===== src/rtl/i2cm_pkg.sv =====
`default_nettype none
package i2cm_pkg;

    localparam int COUNT_BITS = 8;

    localparam logic [7:0] BIT_EA  = 8'h40;
    localparam logic [7:0] BIT_STA = 8'h20;
    localparam logic [7:0] BIT_STO = 8'h10;

    localparam logic [3:0] EV_START       = 4'd0;
    localparam logic [3:0] EV_REPSTART    = 4'd1;
    localparam logic [3:0] EV_MT_SLA_ACK  = 4'd2;
    localparam logic [3:0] EV_MT_DATA_ACK = 4'd3;
    localparam logic [3:0] EV_MR_SLA_ACK  = 4'd4;
    localparam logic [3:0] EV_MR_DATA_ACK = 4'd5;
    localparam logic [3:0] EV_MR_DATA_NACK = 4'd6;
    localparam logic [3:0] EV_MR_SLA_NACK = 4'd7;
    localparam logic [3:0] EV_MT_SLA_NACK = 4'd8;
    localparam logic [3:0] EV_MT_DATA_NACK = 4'd9;
    localparam logic [3:0] EV_ARB_LOST    = 4'd10;

    localparam logic [1:0] ST_OK   = 2'd0;
    localparam logic [1:0] ST_NACK = 2'd1;
    localparam logic [1:0] ST_ARB  = 2'd2;

    typedef struct packed {
        logic [3:0] status_event;
        logic [7:0] control_in;
        logic [7:0] rx_byte;
        logic [7:0] tx_byte;
        logic [6:0] new_address;
        logic [7:0] new_write_count;
        logic [7:0] new_read_count;
        logic       queue_has_more;
    } t_event;

    typedef struct packed {
        logic [7:0] control_out;
        logic [7:0] data_out;
        logic       data_write;
        logic       tx_pop;
        logic [7:0] tx_flush_count;
        logic       rx_push;
        logic       done_res;
        logic [1:0] done_status;
        logic       bus_active;
        logic       fault;
    } t_result;

endpackage
`default_nettype wire


===== src/rtl/i2cm_core.sv =====
`default_nettype none
module i2cm_core (
    input  wire                    i_clk,
    input  wire                    i_rst_n,
    input  wire                    i_accept,
    input  i2cm_pkg::t_event       i_event,
    output i2cm_pkg::t_result      o_result
);

    localparam int CW = i2cm_pkg::COUNT_BITS;

    logic [6:0]    r_address, n_address;
    logic [CW-1:0] r_writes, n_writes;
    logic [CW-1:0] r_reads, n_reads;
    logic          r_active, n_active;

    logic [6:0]    w_addr;
    logic [CW-1:0] w_writes;
    logic [CW-1:0] w_reads;
    logic [CW-1:0] w_reads_dec;
    logic [7:0]    w_flush;
    logic [7:0]    w_ctl;
    logic          w_fin;
    logic [1:0]    w_fin_status;
    i2cm_pkg::t_result w_res;

    always_comb begin
        w_addr      = (i_event.status_event == i2cm_pkg::EV_START) ?
                      i_event.new_address : r_address;
        w_writes    = (i_event.status_event == i2cm_pkg::EV_START) ?
                      CW'(i_event.new_write_count) : r_writes;
        w_reads     = (i_event.status_event == i2cm_pkg::EV_START) ?
                      CW'(i_event.new_read_count) : r_reads;
        w_reads_dec = r_reads - CW'(1);
        w_flush     = (32'(r_writes) > 32'd255) ? 8'hFF : 8'(r_writes);
    end

    always_comb begin
        n_address    = w_addr;
        n_writes     = w_writes;
        n_reads      = w_reads;
        n_active     = r_active;
        w_ctl        = i_event.control_in;
        w_fin        = 1'b0;
        w_fin_status = i2cm_pkg::ST_OK;
        w_res        = '0;
        unique case (i_event.status_event) inside
            i2cm_pkg::EV_START, i2cm_pkg::EV_REPSTART: begin
                if (i_event.status_event == i2cm_pkg::EV_START) begin
                    n_active = 1'b1;
                end
                w_ctl            = w_ctl & ~i2cm_pkg::BIT_STA;
                w_res.data_out   = {w_addr, (w_reads != '0) && (w_writes == '0)};
                w_res.data_write = 1'b1;
            end
            i2cm_pkg::EV_MT_SLA_ACK, i2cm_pkg::EV_MT_DATA_ACK: begin
                if (r_writes != '0) begin
                    n_writes         = r_writes - CW'(1);
                    w_res.data_out   = i_event.tx_byte;
                    w_res.data_write = 1'b1;
                    w_res.tx_pop     = 1'b1;
                end else if (r_reads != '0) begin
                    w_ctl = w_ctl | i2cm_pkg::BIT_STA;
                end else begin
                    w_fin = 1'b1;
                end
            end
            i2cm_pkg::EV_MR_SLA_ACK: begin
                if (r_reads > CW'(1)) begin
                    w_ctl = w_ctl | i2cm_pkg::BIT_EA;
                end
            end
            i2cm_pkg::EV_MR_DATA_ACK, i2cm_pkg::EV_MR_DATA_NACK: begin
                w_res.rx_push = 1'b1;
                n_reads       = w_reads_dec;
                if (w_reads_dec == CW'(1)) begin
                    w_ctl = w_ctl & ~i2cm_pkg::BIT_EA;
                end else if (w_reads_dec == '0) begin
                    w_fin = 1'b1;
                end
            end
            i2cm_pkg::EV_MR_SLA_NACK: begin
                w_fin        = 1'b1;
                w_fin_status = i2cm_pkg::ST_NACK;
            end
            i2cm_pkg::EV_MT_SLA_NACK, i2cm_pkg::EV_MT_DATA_NACK: begin
                w_res.tx_flush_count = w_flush;
                w_fin                = 1'b1;
                w_fin_status         = i2cm_pkg::ST_NACK;
            end
            i2cm_pkg::EV_ARB_LOST: begin
                w_res.tx_flush_count = w_flush;
                w_fin                = 1'b1;
                w_fin_status         = i2cm_pkg::ST_ARB;
            end
            default: begin
                w_res.fault = 1'b1;
                n_active    = 1'b0;
            end
        endcase
        if (w_fin) begin
            w_ctl             = w_ctl | i2cm_pkg::BIT_STO;
            w_res.done_res    = 1'b1;
            w_res.done_status = w_fin_status;
            if (i_event.queue_has_more) begin
                w_ctl = w_ctl | i2cm_pkg::BIT_STA;
            end else begin
                n_active = 1'b0;
            end
        end
        if (i_event.status_event == i2cm_pkg::EV_ARB_LOST) begin
            w_ctl = w_ctl & ~i2cm_pkg::BIT_STO;
        end
        w_res.control_out = w_ctl;
        w_res.bus_active  = n_active;
    end

    always_ff @(posedge i_clk) begin
        if (!i_rst_n) begin
            r_address <= '0;
            r_writes  <= '0;
            r_reads   <= '0;
            r_active  <= 1'b0;
        end else if (i_accept) begin
            r_address <= n_address;
            r_writes  <= n_writes;
            r_reads   <= n_reads;
            r_active  <= n_active;
        end
    end

    assign o_result = w_res;

    a_fault_drops_active: assert property (@(posedge i_clk) disable iff (!i_rst_n)
        (i_accept && w_res.fault) |=> !r_active)
        else $error("fault left bus active");

    a_start_sets_active: assert property (@(posedge i_clk) disable iff (!i_rst_n)
        (i_accept && i_event.status_event == i2cm_pkg::EV_START) |=> r_active)
        else $error("start did not activate bus");

endmodule
`default_nettype wire


===== src/rtl/i2cm_out_buf.sv =====
`default_nettype none
module i2cm_out_buf (
    input  wire                    i_clk,
    input  wire                    i_rst_n,
    input  wire                    i_accept,
    input  i2cm_pkg::t_result      i_result,
    input  wire                    i_stall,
    output logic                   o_valid,
    output logic                   o_full,
    output i2cm_pkg::t_result      o_result
);

    logic              r_out_valid;
    logic              r_skid_valid;
    i2cm_pkg::t_result r_out;
    i2cm_pkg::t_result r_skid;
    logic              w_take;
    logic              w_to_skid;

    assign w_take    = r_out_valid && !i_stall;
    assign w_to_skid = i_accept && r_out_valid && !w_take;

    always_ff @(posedge i_clk) begin
        if (!i_rst_n) begin
            r_out_valid  <= 1'b0;
            r_skid_valid <= 1'b0;
        end else if (i_accept) begin
            if (w_to_skid) begin
                r_skid_valid <= 1'b1;
            end else begin
                r_out_valid <= 1'b1;
            end
        end else if (w_take) begin
            r_out_valid  <= r_skid_valid;
            r_skid_valid <= 1'b0;
        end
    end

    always_ff @(posedge i_clk) begin
        if (i_accept) begin
            if (w_to_skid) begin
                r_skid <= i_result;
            end else begin
                r_out <= i_result;
            end
        end else if (w_take && r_skid_valid) begin
            r_out <= r_skid;
        end
    end

    assign o_valid  = r_out_valid;
    assign o_full   = r_skid_valid;
    assign o_result = r_out;

    a_skid_behind_out: assert property (@(posedge i_clk) disable iff (!i_rst_n)
        r_skid_valid |-> r_out_valid)
        else $error("skid holds a transaction ahead of output");

    a_stalled_accept_parks: assert property (@(posedge i_clk) disable iff (!i_rst_n)
        (i_accept && r_out_valid && i_stall) |=> (r_skid_valid && r_out_valid))
        else $error("transaction lost while output stalled");

endmodule
`default_nettype wire


===== src/rtl/i2c_master_transaction_sequencer.sv =====
`default_nettype none
// Two-wire bus master transaction sequencer.
// Input channel: one bus status event per transaction on i_valid / o_stall,
// with the current control byte, received byte, transmit FIFO head and, on
// a start event, the new target address and write / read counts.
// Output channel: o_valid / i_stall, one result per event: control byte to
// write back, data register byte and write strobe, FIFO pop / push / flush
// requests, completion flag and status, bus activity and fault.
// Each accepted event's result is registered, in the output stage or the
// skid stage. Throughput: one event per cycle while o_stall is low, as the
// address and count registers are updated on every accepted event.
// Reset (synchronous, active low) clears the address, counts, active flag
// and both output stages.
// When the receiver stalls, the held result stays unchanged and one more
// event is taken into a skid stage; o_stall rises only while that stage is
// occupied and drops the cycle after the receiver takes the held result.
module i2c_master_transaction_sequencer (
    input  wire        i_clk,
    input  wire        i_rst_n,
    input  wire        i_valid,
    output logic       o_stall,
    input  wire  [3:0] i_status_event,
    input  wire  [7:0] i_control_in,
    input  wire  [7:0] i_rx_byte,
    input  wire  [7:0] i_tx_byte,
    input  wire  [6:0] i_new_address,
    input  wire  [7:0] i_new_write_count,
    input  wire  [7:0] i_new_read_count,
    input  wire        i_queue_has_more,
    output logic       o_valid,
    input  wire        i_stall,
    output logic [7:0] o_control_out,
    output logic [7:0] o_data_out,
    output logic       o_data_write,
    output logic       o_tx_pop,
    output logic [7:0] o_tx_flush_count,
    output logic       o_rx_push,
    output logic       o_done_res,
    output logic [1:0] o_done_status,
    output logic       o_bus_active,
    output logic       o_fault
);

    i2cm_pkg::t_event  w_event;
    i2cm_pkg::t_result w_result;
    i2cm_pkg::t_result w_out;
    logic              w_full;
    logic              w_accept;

    assign w_event = '{
        status_event:    i_status_event,
        control_in:      i_control_in,
        rx_byte:         i_rx_byte,
        tx_byte:         i_tx_byte,
        new_address:     i_new_address,
        new_write_count: i_new_write_count,
        new_read_count:  i_new_read_count,
        queue_has_more:  i_queue_has_more
    };

    assign o_stall  = w_full;
    assign w_accept = i_valid && !w_full;

    i2cm_core u_core (
        .i_clk    (i_clk),
        .i_rst_n  (i_rst_n),
        .i_accept (w_accept),
        .i_event  (w_event),
        .o_result (w_result)
    );

    i2cm_out_buf u_out_buf (
        .i_clk    (i_clk),
        .i_rst_n  (i_rst_n),
        .i_accept (w_accept),
        .i_result (w_result),
        .i_stall  (i_stall),
        .o_valid  (o_valid),
        .o_full   (w_full),
        .o_result (w_out)
    );

    assign o_control_out    = w_out.control_out;
    assign o_data_out       = w_out.data_out;
    assign o_data_write     = w_out.data_write;
    assign o_tx_pop         = w_out.tx_pop;
    assign o_tx_flush_count = w_out.tx_flush_count;
    assign o_rx_push        = w_out.rx_push;
    assign o_done_res       = w_out.done_res;
    assign o_done_status    = w_out.done_status;
    assign o_bus_active     = w_out.bus_active;
    assign o_fault          = w_out.fault;

endmodule
`default_nettype wire


===== config.mk =====
export PLATFORM = sky130hd
export DESIGN_NAME = i2c_master_transaction_sequencer
export DESIGN_NICKNAME = d
export VERILOG_FILES = /design/src/rtl/i2cm_pkg.sv /design/src/rtl/i2cm_core.sv /design/src/rtl/i2cm_out_buf.sv /design/src/rtl/i2c_master_transaction_sequencer.sv
export SDC_FILE = /design/constraint.sdc
export NUM_CORES = 1
export LEC_CHECK = 0
export ABC_AREA = 1
export BUFFER_PORTS_ARGS = -buffer_cell sky130_fd_sc_hd__buf_2
export CAP_MARGIN = 40
export CORE_ASPECT_RATIO = 0.75
export CORE_MARGIN = 10
export CORE_UTILIZATION = 55
export DETAILED_ROUTE_END_ITERATION = 10
export PLACE_DENSITY = 0.8
export SYNTH_ARGS = -nofsm -noshare
export SYNTH_HDL_FRONTEND = slang
export SYNTH_SLANG_ARGS = --single-unit

===== constraint.sdc =====
create_clock -name i_clk -period 4.2 [get_ports i_clk]
set_input_delay 0 -clock i_clk [delete_from_list [all_inputs] [get_ports i_clk]]
set_output_delay 0 -clock i_clk [all_outputs]
set_load 0.01 [all_outputs]

### Word-level counts from Yosys, hierarchy flattened

Cells that the tools add are included.
W data, S select, Z words.

| word-level totals | value |
|---|---|
| flip-flop bits (word level) | 90 |
| bits of input ports | 56 |
| output and inout bits | 34 |

| cells by class | value |
|---|---|
| add/sub/neg operators | 2 |
| order comparisons | 1 |
| eq/ne operators | 13 |
| mux-type cells | 40 |
| reductions and logical operators | 29 |

Operators by type and width:

| cell | number |
|---|---|
| $mux W32 | 3 |
| $mux W8 | 6 |
| $pmux W7 S4 | 1 |
| $mux W6 | 4 |
| $reduce_bool A8 Y1 | 3 |
| $mux W7 | 3 |
| $pmux W9 S2 | 1 |
| $eq A4 B3 Y1 const B | 4 |
| $logic_not A8 Y1 | 2 |
| $mux W1 | 16 |
| $sub A8 B1 Y8 const B | 2 |
| $eq A4 B4 Y1 const B | 3 |
| $reduce_or A11 Y1 | 1 |
| $mux W10 | 1 |
| $reduce_or A9 Y1 | 1 |
| $eq A4 B2 Y1 const B | 2 |
| $eq A8 B1 Y1 const B | 1 |
| $gt A8 B1 Y1 const B | 1 |
| $reduce_and A2 Y1 | 4 |
| $logic_and A1 B1 Y1 | 6 |
| $reduce_or A2 Y1 | 3 |
| $reduce_or A3 Y1 | 2 |
| $mux W5 | 1 |
| $eq A4 B1 Y1 const B | 1 |
| other kinds (9) | 13 |

### Longest topological paths before layout

Gate-level depths: netlist of the first run.

| logic depth | value |
|---|---|
| depth after elaboration | 9 |
| mapped depth | 13 |
| mapped depth without buffers | 13 |

### Cells and area by module

Synthesis of the first run repeated with hierarchy kept, for this count alone.

| second synthesis, totals | value |
|---|---|
| cell total of the unflattened synthesis | 523 |
| area, all modules | 4621.9 sq um |

By module, submodules not included:

| module | times used | cells an instance | area each (sq um) | sequential area each (sq um) |
|---|---|---|---|---|
| i2cm_out_buf | 1 | 183 | 2502.4 | 1961.9 |
| i2cm_core | 1 | 338 | 2109.5 | 480.5 |
| i2c_master_transaction_sequencer | 1 | 2 | 10.0 | 0.0 |

### Worst setup path after synthesis of the first run

Ideal clock, no wire load.

| timing | value |
|---|---|
| kind | reg-to-reg |
| start | register u_out_buf.r_skid_valid (netlist: u_out_buf.o_full) |
| end | register u_out_buf.r_out (netlist bit u_out_buf.o_result[0]), enable pin |
| setup time | 0.400 ns |
| arrival time | 2.654 ns |
| required time | 3.800 ns |
| setup slack | 1.145 ns |
| stages on the path, launching flop included | 7 |
| period minus slack after synthesis | 3.055 ns |
| cell sequence | dfxtp_1 > nor2_1 > nand2_1 > nor2_1 > a21oi_1 > o21ai_0 > inv_1 |

| on the way | value |
|---|---|
| cells in the longest elaborated chain, start to end | 6 |

RTL lines:

| item | RTL line | text |
|---|---|---|
| start: declaration | i2cm_out_buf.sv:14 | `logic r_skid_valid;` |
| start signal: assignment | i2cm_out_buf.sv:26 | `r_skid_valid <= 1'b0;` |
| start signal: assignment | i2cm_out_buf.sv:29 | `r_skid_valid <= 1'b1;` |
| start signal: assignment | i2cm_out_buf.sv:35 | `r_skid_valid <= 1'b0;` |
| $logic_not A1 Y1 | i2c_master_transaction_sequencer.sv:62 | `assign w_accept = i_valid && !w_full;` |
| $logic_and A1 B1 Y1 | i2c_master_transaction_sequencer.sv:62 |  |
| $logic_and A1 B1 Y1 (2 in series) | i2cm_out_buf.sv:21 | `assign w_to_skid = i_accept && r_out_valid && !w_take;` |
| $ne A2 B2 Y1 (no line) | -- |  |
| $reduce_and A2 Y1 (no line) * | -- |  |
| end signal: assignment | i2cm_out_buf.sv:44 | `r_out <= i_result;` |
| end signal: assignment | i2cm_out_buf.sv:47 | `r_out <= r_skid;` |
| end: declaration | i2cm_out_buf.sv:15 | `i2cm_pkg::t_result r_out;` |

Mark *: on every way between the ends. The rest lies on a longest branch, timed or not.
A chain may end at the register's enable or synchronous reset.

==> out/metrics.cfg, run 1 <==
[die]
start_util_pct=56.2
num_rows=28
dieArea_mm2=0.0120
num_io_pins=90
fp.dieH_um=97.4
core_mm2=0.00781
die-width_um=123

[setup_path]
r2r_setup_slack_ns=1.75
type_of_origin_of_the_critical_path=flop
rr_startpoint=u_core.r_writes[0]
cp_data_arrival_time_ns=2.57
timing.critical_path.to_type=flop
reg2regPathDepth=11
crit_path_cell_trace=inv_1, ha_1, nand3_1, nor2_1, nand4_1, nand2_1, inv_2, nand2_1, o21ai_1, nand2_1, nand2_1
reg2reg_to=u_out_buf.o_result[22]
worst_path_most_repeated_cell=sky130_fd_sc_hd__nand2_1
cp_slowest_cell=sky130_fd_sc_hd__nand2_1
timing_worst_setup_path_type=flop to flop
path_max_fanout=14
crit_path_max_incr_delay_ns=0.44
required_ns=4.32

[route]
route.detailed.vias_per_inst=5.22
routed_wl_um=10800
drt_first_iter_violations=340
post-route-drc-count=0
routed_length_per_instance_um=15.1
firstDrtPassIters=5
ant_nets_after_route=0
dr_total_vias=3738

[synth]
yosys_warnings=0
synth_cells=513
synthTopCellsByArea=sky130_fd_sc_hd__edfxtp_1 44%, sky130_fd_sc_hd__nand2_1 15%, sky130_fd_sc_hd__dfxtp_1 12%, sky130_fd_sc_hd__nor2_1 4.4%, sky130_fd_sc_hd__inv_1 3.9%
syn-num-nets=573
synth-seq-cells=90
yosysMostFrequentCell=sky130_fd_sc_hd__nand2_1
synth_seq_area_share_pct=55.6
post_synth.cell_area_avg_um2=8.56
syn_area_mm2=0.00439
netlist-cell-type-count=34
post-synth-top-area-fraction_pct=43.8
postSynth.asyncResetShare_pct=0
postSynth.topFlopCell=sky130_fd_sc_hd__edfxtp_1
yosysTopAreaCell=sky130_fd_sc_hd__edfxtp_1
post_synth_most_frequent_cells=171 x sky130_fd_sc_hd__nand2_1, 64 x sky130_fd_sc_hd__edfxtp_1, 52 x sky130_fd_sc_hd__nor2_1
synth-edff-count=64

[global_routing]
gr-total-overflow=0
antenna_violations_before_repair=0
grtUsageTotal_pct=17.6
global_route_wire_length_before_repair_um=17300
grt_pass1_vias=3484
grt_start_max_net_pins=49

[layout]
final_core_occ_pct=67.0
fraction_of_final_layout_cells_sized_beyond_drive_strength_1_pct=20.0
areaGrowthSynthToFinish_pct=19.3
n_antenna_cell=0
finalNonFillerCells=716
layout.nets=666

[min_path]
holdCritPathClass=primary input to flop
hold_end=u_out_buf.r_skid[22]
timing.hold.worst.start=i_tx_byte[6]
whs_path_depth=3

[clock_network]
htree_num_levels=3
cts_resized=0
clock_path_buffers=2
numCtsBuffers=9
root_buffer=sky130_fd_sc_hd__clkbuf_8
clkSlewWorstSetupHoldPaths_ns=0.09
clkLatencyLatePin_ns=0.36
cts.sink_count=90
cts_tree=yes

[timing]
timing_hold_violations_final=0
fmax_mhz=408
slew_violations=0
timing.final.crit_share_pct=58.4
clock_skew_ns=0.00919
finalSetupTns_ns=0
hold_slack_ns=0.00904
final.setup.worst_slack_ns=1.75
final.min_clock_period_ns=2.45
maxSlewHeadroom_pct=44.8
worst-slew-pin-transition_ns=0.825
finalSetupViolations=0
rsz0062_at_grt=no

[placement]
dpl.cell_count=684
buffer_ports.inserted=81
dp_worst_setup_slack_ns=1.81
dp_hpwl_um=7710
place_congestion=0.877

[power]
ir_drop_mv=0.227
power.static_leakage_nw=2.47
power.density_mw_per_mm2=376

[flow_run]
max_cap_violations=0

[outcome]
status=complete, no violations

## power by group
part / internal [mW] / switching, mW / leakage [nW]
clock network: 0.280 / 0.319 / 0.102
registers: 1.01 / 0.0226 / 0.815
logic: 0.121 / 0.215 / 1.55
total: 1.41 / 0.556 / 2.47
## what timing repair did
item / 4_1_cts / 5_1_grt
setup buffers: 0 / 0
hold endpoints to repair: 20 / 0
hold buffers: 16 / 0
endpoints found under the setup margin: 0 / 0
## worst max path at each step
stage	start	to	depth (start not counted)	slack [ns]
after global routing	u_core.r_writes[0]	u_out_buf.o_result[17]	11	1.47
after CTS	u_core.r_writes[0]	u_out_buf.o_result[22]	11	1.79
after global placement	u_core.r_writes[0]	u_out_buf.o_result[23]	11	1.92
after floorplan	u_out_buf.o_full	u_out_buf.o_result[0]	6	1.15
after detailed placement	u_core.r_writes[0]	u_out_buf.o_result[22]	11	1.81
final	u_core.r_writes[0]	u_out_buf.o_result[22]	11	1.75
## worst max-delay path, delay by kind of cell (launching register included)
family / cells / cell delay (ns)
AO/OA/AOI/OAI: 1 / 0.09
adder cells (fa/ha/maj): 1 / 0.21
buffers and inverters: 2 / 0.40
flip-flops: 1 / 0.32
AND/OR/NAND/NOR: 7 / 1.19
## cells in the final DEF (no fill, tap or decap), types with 2 or more instances in the layout
cell type	count
sky130_fd_sc_hd__edfxtp_1	64
sky130_fd_sc_hd__nor2_2	2
sky130_fd_sc_hd__clkbuf_8	9
sky130_fd_sc_hd__ha_1	4
sky130_fd_sc_hd__o21ai_1	19
sky130_fd_sc_hd__inv_1	46
sky130_fd_sc_hd__o211ai_1	8
sky130_fd_sc_hd__dlygate4sd3_1	16
sky130_fd_sc_hd__o21ai_2	6
sky130_fd_sc_hd__a31oi_1	3
sky130_fd_sc_hd__nand4_1	6
sky130_fd_sc_hd__nand2_2	2
sky130_fd_sc_hd__a22oi_1	3
sky130_fd_sc_hd__o21ai_0	19
sky130_fd_sc_hd__nor2_1	50
sky130_fd_sc_hd__nand3_1	13
sky130_fd_sc_hd__nand2_1	171
sky130_fd_sc_hd__o22ai_1	3
sky130_fd_sc_hd__buf_4	4
sky130_fd_sc_hd__nor2_4	3
sky130_fd_sc_hd__mux2i_1	7
sky130_fd_sc_hd__buf_2	81
sky130_fd_sc_hd__xor2_1	5
sky130_fd_sc_hd__inv_2	8
sky130_fd_sc_hd__nor3_1	2
sky130_fd_sc_hd__clkinv_2	2
sky130_fd_sc_hd__dfxtp_1	26
sky130_fd_sc_hd__a21oi_1	18
## layer usage
metal  global-route usage [%]  up-vias  share of wire, %
met4                     4.65        0               1.1
met5                        0        -                 0
li1                         -     1868                 -
met2                     26.2      158                45
met1                     24.5     1699                45
met3                     4.88       13               8.5
## logic make-up after synthesis
| logic type | count (synthesis) | share of synthesized area, % |
|---|---|---|
| AND/OR/NAND/NOR | 251 | 22.7 |
| flip-flops | 90 | 55.6 |
| AO/OA/AOI/OAI | 82 | 10.9 |
| buffers and inverters | 73 | 6.81 |
| multiplexers | 7 | 1.60 |
| XOR/XNOR | 6 | 1.20 |
| adder cells (fa/ha/maj) | 4 | 1.14 |
## sequential cells by signal, summed over array words and instances (netlist names)
name	flops
u_core.r_writes	8
u_out_buf.o_valid	1
u_core.r_active	1
u_out_buf.o_result	32
u_core.r_reads	8
u_out_buf.o_full	1
u_core.r_address	7
u_out_buf.r_skid	32
## per-stage QoR
step,power (mW),instance area (um2)
final,1.97,5240
after detailed placement,1.38,4870
after floorplan,1.26,4390
after global placement,1.37,4870
after CTS,1.98,5240
after global routing,2.06,5240
## area by class of cell
cell class | count | area, um2
sequential | 90 | 2440
tap | 105 | 131
timing repair buffer | 101 | 596
clock inverter | 7 | 76.3
inverter | 54 | 203
clock buffer | 9 | 124
fill | 648 | 2580
multi-input combinational | 350 | 1660
Power figures use the tool's default switching activity.
==> run 2: changes to the inputs <==
--- a/config.mk
+++ b/config.mk
@@ -10,9 +10,9 @@
 export CAP_MARGIN = 40
 export CORE_ASPECT_RATIO = 0.75
 export CORE_MARGIN = 10
-export CORE_UTILIZATION = 55
+export CORE_UTILIZATION = 50
 export DETAILED_ROUTE_END_ITERATION = 10
-export PLACE_DENSITY = 0.8
+export PLACE_DENSITY = 0.77
 export SYNTH_ARGS = -nofsm -noshare
 export SYNTH_HDL_FRONTEND = slang
 export SYNTH_SLANG_ARGS = --single-unit
==> constraint.sdc (replaced) <==
create_clock -name i_clk -period 2.15 [get_ports i_clk]
set_input_delay 0 -clock i_clk [delete_from_list [all_inputs] [get_ports i_clk]]
set_output_delay 0 -clock i_clk [all_outputs]
set_load 0.01 [all_outputs]
==> out/metrics.cfg, run 2 (synthesis results as in run 1) <==
[timing]
timing_hold_violations_final=0
worst-slew-pin-transition_ns=0.567
clock_skew_ns=0.00919
timing.final.crit_share_pct=94.3
maxSlewHeadroom_pct=62.1
rsz0062_at_grt=no
slew_violations=0
finalSetupTns_ns=0
fmax_mhz=493
final.min_clock_period_ns=2.03
finalSetupViolations=0

[die]
core_mm2=0.00849
fp.dieH_um=101
num_io_pins=90
start_util_pct=51.7
num_rows=29
dieArea_mm2=0.0130
die-width_um=128

[setup_path]
timing_worst_setup_path_type=flop to flop
cp_data_arrival_time_ns=2.12
worst_path_most_repeated_cell=sky130_fd_sc_hd__nand3_1
reg2reg_to=u_out_buf.o_result[1]
path_max_fanout=7
r2r_setup_slack_ns=0.12
rr_startpoint=u_core.r_reads[0]
required_ns=2.25
reg2regPathDepth=10
crit_path_cell_trace=inv_2, ha_1, xnor2_1, nand3_1, nor2_1, nand3_1, nand2_2, nand2_1, nand3_1, nand2_1
cp_slowest_cell=sky130_fd_sc_hd__dfxtp_1
crit_path_max_incr_delay_ns=0.37
type_of_origin_of_the_critical_path=flop
timing.critical_path.to_type=flop

[layout]
layout.nets=668
multi_input_area_mm2=0.00167
most_common_cell_after_layout_fill_and_taps_aside=sky130_fd_sc_hd__nand2_1
areaGrowthSynthToFinish_pct=22.0
final_cell_mix=171 x sky130_fd_sc_hd__nand2_1, 81 x sky130_fd_sc_hd__buf_2, 64 x sky130_fd_sc_hd__edfxtp_1
final_core_occ_pct=63.1
filler_cell_count=750
final-seq-area_mm2=0.00245
fraction_of_final_layout_cells_sized_beyond_drive_strength_1_pct=21.5
n_antenna_cell=0

[route]
routed_length_per_instance_um=15.4
ant_nets_after_route=0
routed_wl_um=11100
firstDrtPassIters=5
route.detailed.vias_per_inst=5.24
post-route-drc-count=0
drt_first_iter_violations=339
dr_total_vias=3780

[min_path]
whs_path_depth=3
hold_end=u_out_buf.r_skid[22]
timing.hold.worst.start=i_tx_byte[6]
holdCritPathClass=primary input to flop

[global_routing]
global_route_wire_length_before_repair_um=18200
grt_start_max_net_pins=56
grt_pass1_vias=3772
antenna_violations_before_repair=0
gr-total-overflow=0
grtUsageTotal_pct=17.2

[outcome]
status=complete, no violations

[power]
netSwitchingPower_mw=1.18
power.density_mw_per_mm2=784
seq_power_share_pct=48.2
internal-power_mw=3.02
p_sw_share_pct=28.0
combinational_share_of_power_pct=15.8
power.static_leakage_nw=2.51
ir_drop_mv=0.487
pwr-share-clk_pct=36.0

[clock_network]
root_buffer=sky130_fd_sc_hd__clkbuf_16
numCtsBuffers=9
clock_path_buffers=2
post-cts-setup-buffers=0
cts.sink_count=90
htree_num_levels=3
clkSlewWorstSetupHoldPaths_ns=0.07
cts_tree=yes
clkLatencyLatePin_ns=0.34

[placement]
buffer_ports.inserted=81
dp_hpwl_um=7820
place_congestion=0.855

[flow_run]
max_cap_violations=0

[run 2: area by class of cell]
| cell class | instances | area share [%] |
|---|---|---|
| clock buffer | 9 | 4.20 |
| clock inverter | 7 | 1.21 |
| multi-input combinational | 350 | 31.2 |
| timing repair buffer | 103 | 11.3 |
| sequential | 90 | 45.7 |
| inverter | 54 | 3.85 |
| tap | 108 | 2.52 |
[run 2: metrics by stage]
step / instance area [um2] / power, mW / hold slack, ns / setup WS (ns) / instances
floorplan: 4420 / 2.47 / 0.0989 / 0.00936 / 513
global placement: 4920 / 2.67 / 0.195 / 0.221 / 691
detailed placement: 4920 / 2.70 / 0.197 / 0.183 / 691
CTS: 5350 / 4.23 / 0.00158 / 0.138 / 721
global route: 5360 / 4.39 / 0.0187 / 0.00163 / 721
finish: 5360 / 4.20 / 0.00333 / 0.123 / 721
[run 2: critical path: cells and delay by family (launching register included)]
family	cells	cell delay [ns]
AND/OR/NAND/NOR	7	0.75
flip-flops	1	0.37
adder cells (fa/ha/maj)	1	0.28
XOR/XNOR	1	0.27
buffers and inverters	1	0.09
[run 2: power by group through the flow]
| stage | registers, mW | clock network (mW) | logic [mW] |
|---|---|---|---|
| floorplan | 2.09 | 0 | 0.385 |
| global placement | 2.06 | 0 | 0.616 |
| detailed placement | 2.06 | 0 | 0.640 |
| CTS | 2.02 | 1.54 | 0.666 |
| global route | 2.03 | 1.60 | 0.750 |
| finish | 2.03 | 1.51 | 0.664 |
[run 2: worst max-delay path by stage]
stage,startpoint,slack [ns],cells after the start,to
after global placement,u_core.r_reads[1],0.22,10,u_out_buf.o_result[1]
final,u_core.r_reads[0],0.12,10,u_out_buf.o_result[1]
after CTS,u_core.r_writes[0],0.14,11,u_out_buf.o_result[23]
after detailed placement,u_core.r_writes[0],0.18,11,u_out_buf.o_result[19]
after global routing,u_core.r_writes[0],0.002,11,u_out_buf.o_result[23]
after floorplan,u_out_buf.o_full,0.009,6,u_out_buf.o_result[0]
[run 2: what timing repair did]
| item | CTS | global route |
|---|---|---|
| hold endpoints to repair | 17 | 0 |
| endpoints found under the setup margin | 0 | 12 |
| hold buffers | 14 | 0 |
| resized for setup | 0 | 2 |
[run 2: per-layer routing]
metal	track usage, %	vias to the layer above	wire [um]
met2	28.8	145	5230
met3	4.96	18	854
met5	0	-	0
met4	4.75	0	144
met1	21.2	1737	4840
li1	-	1880	-
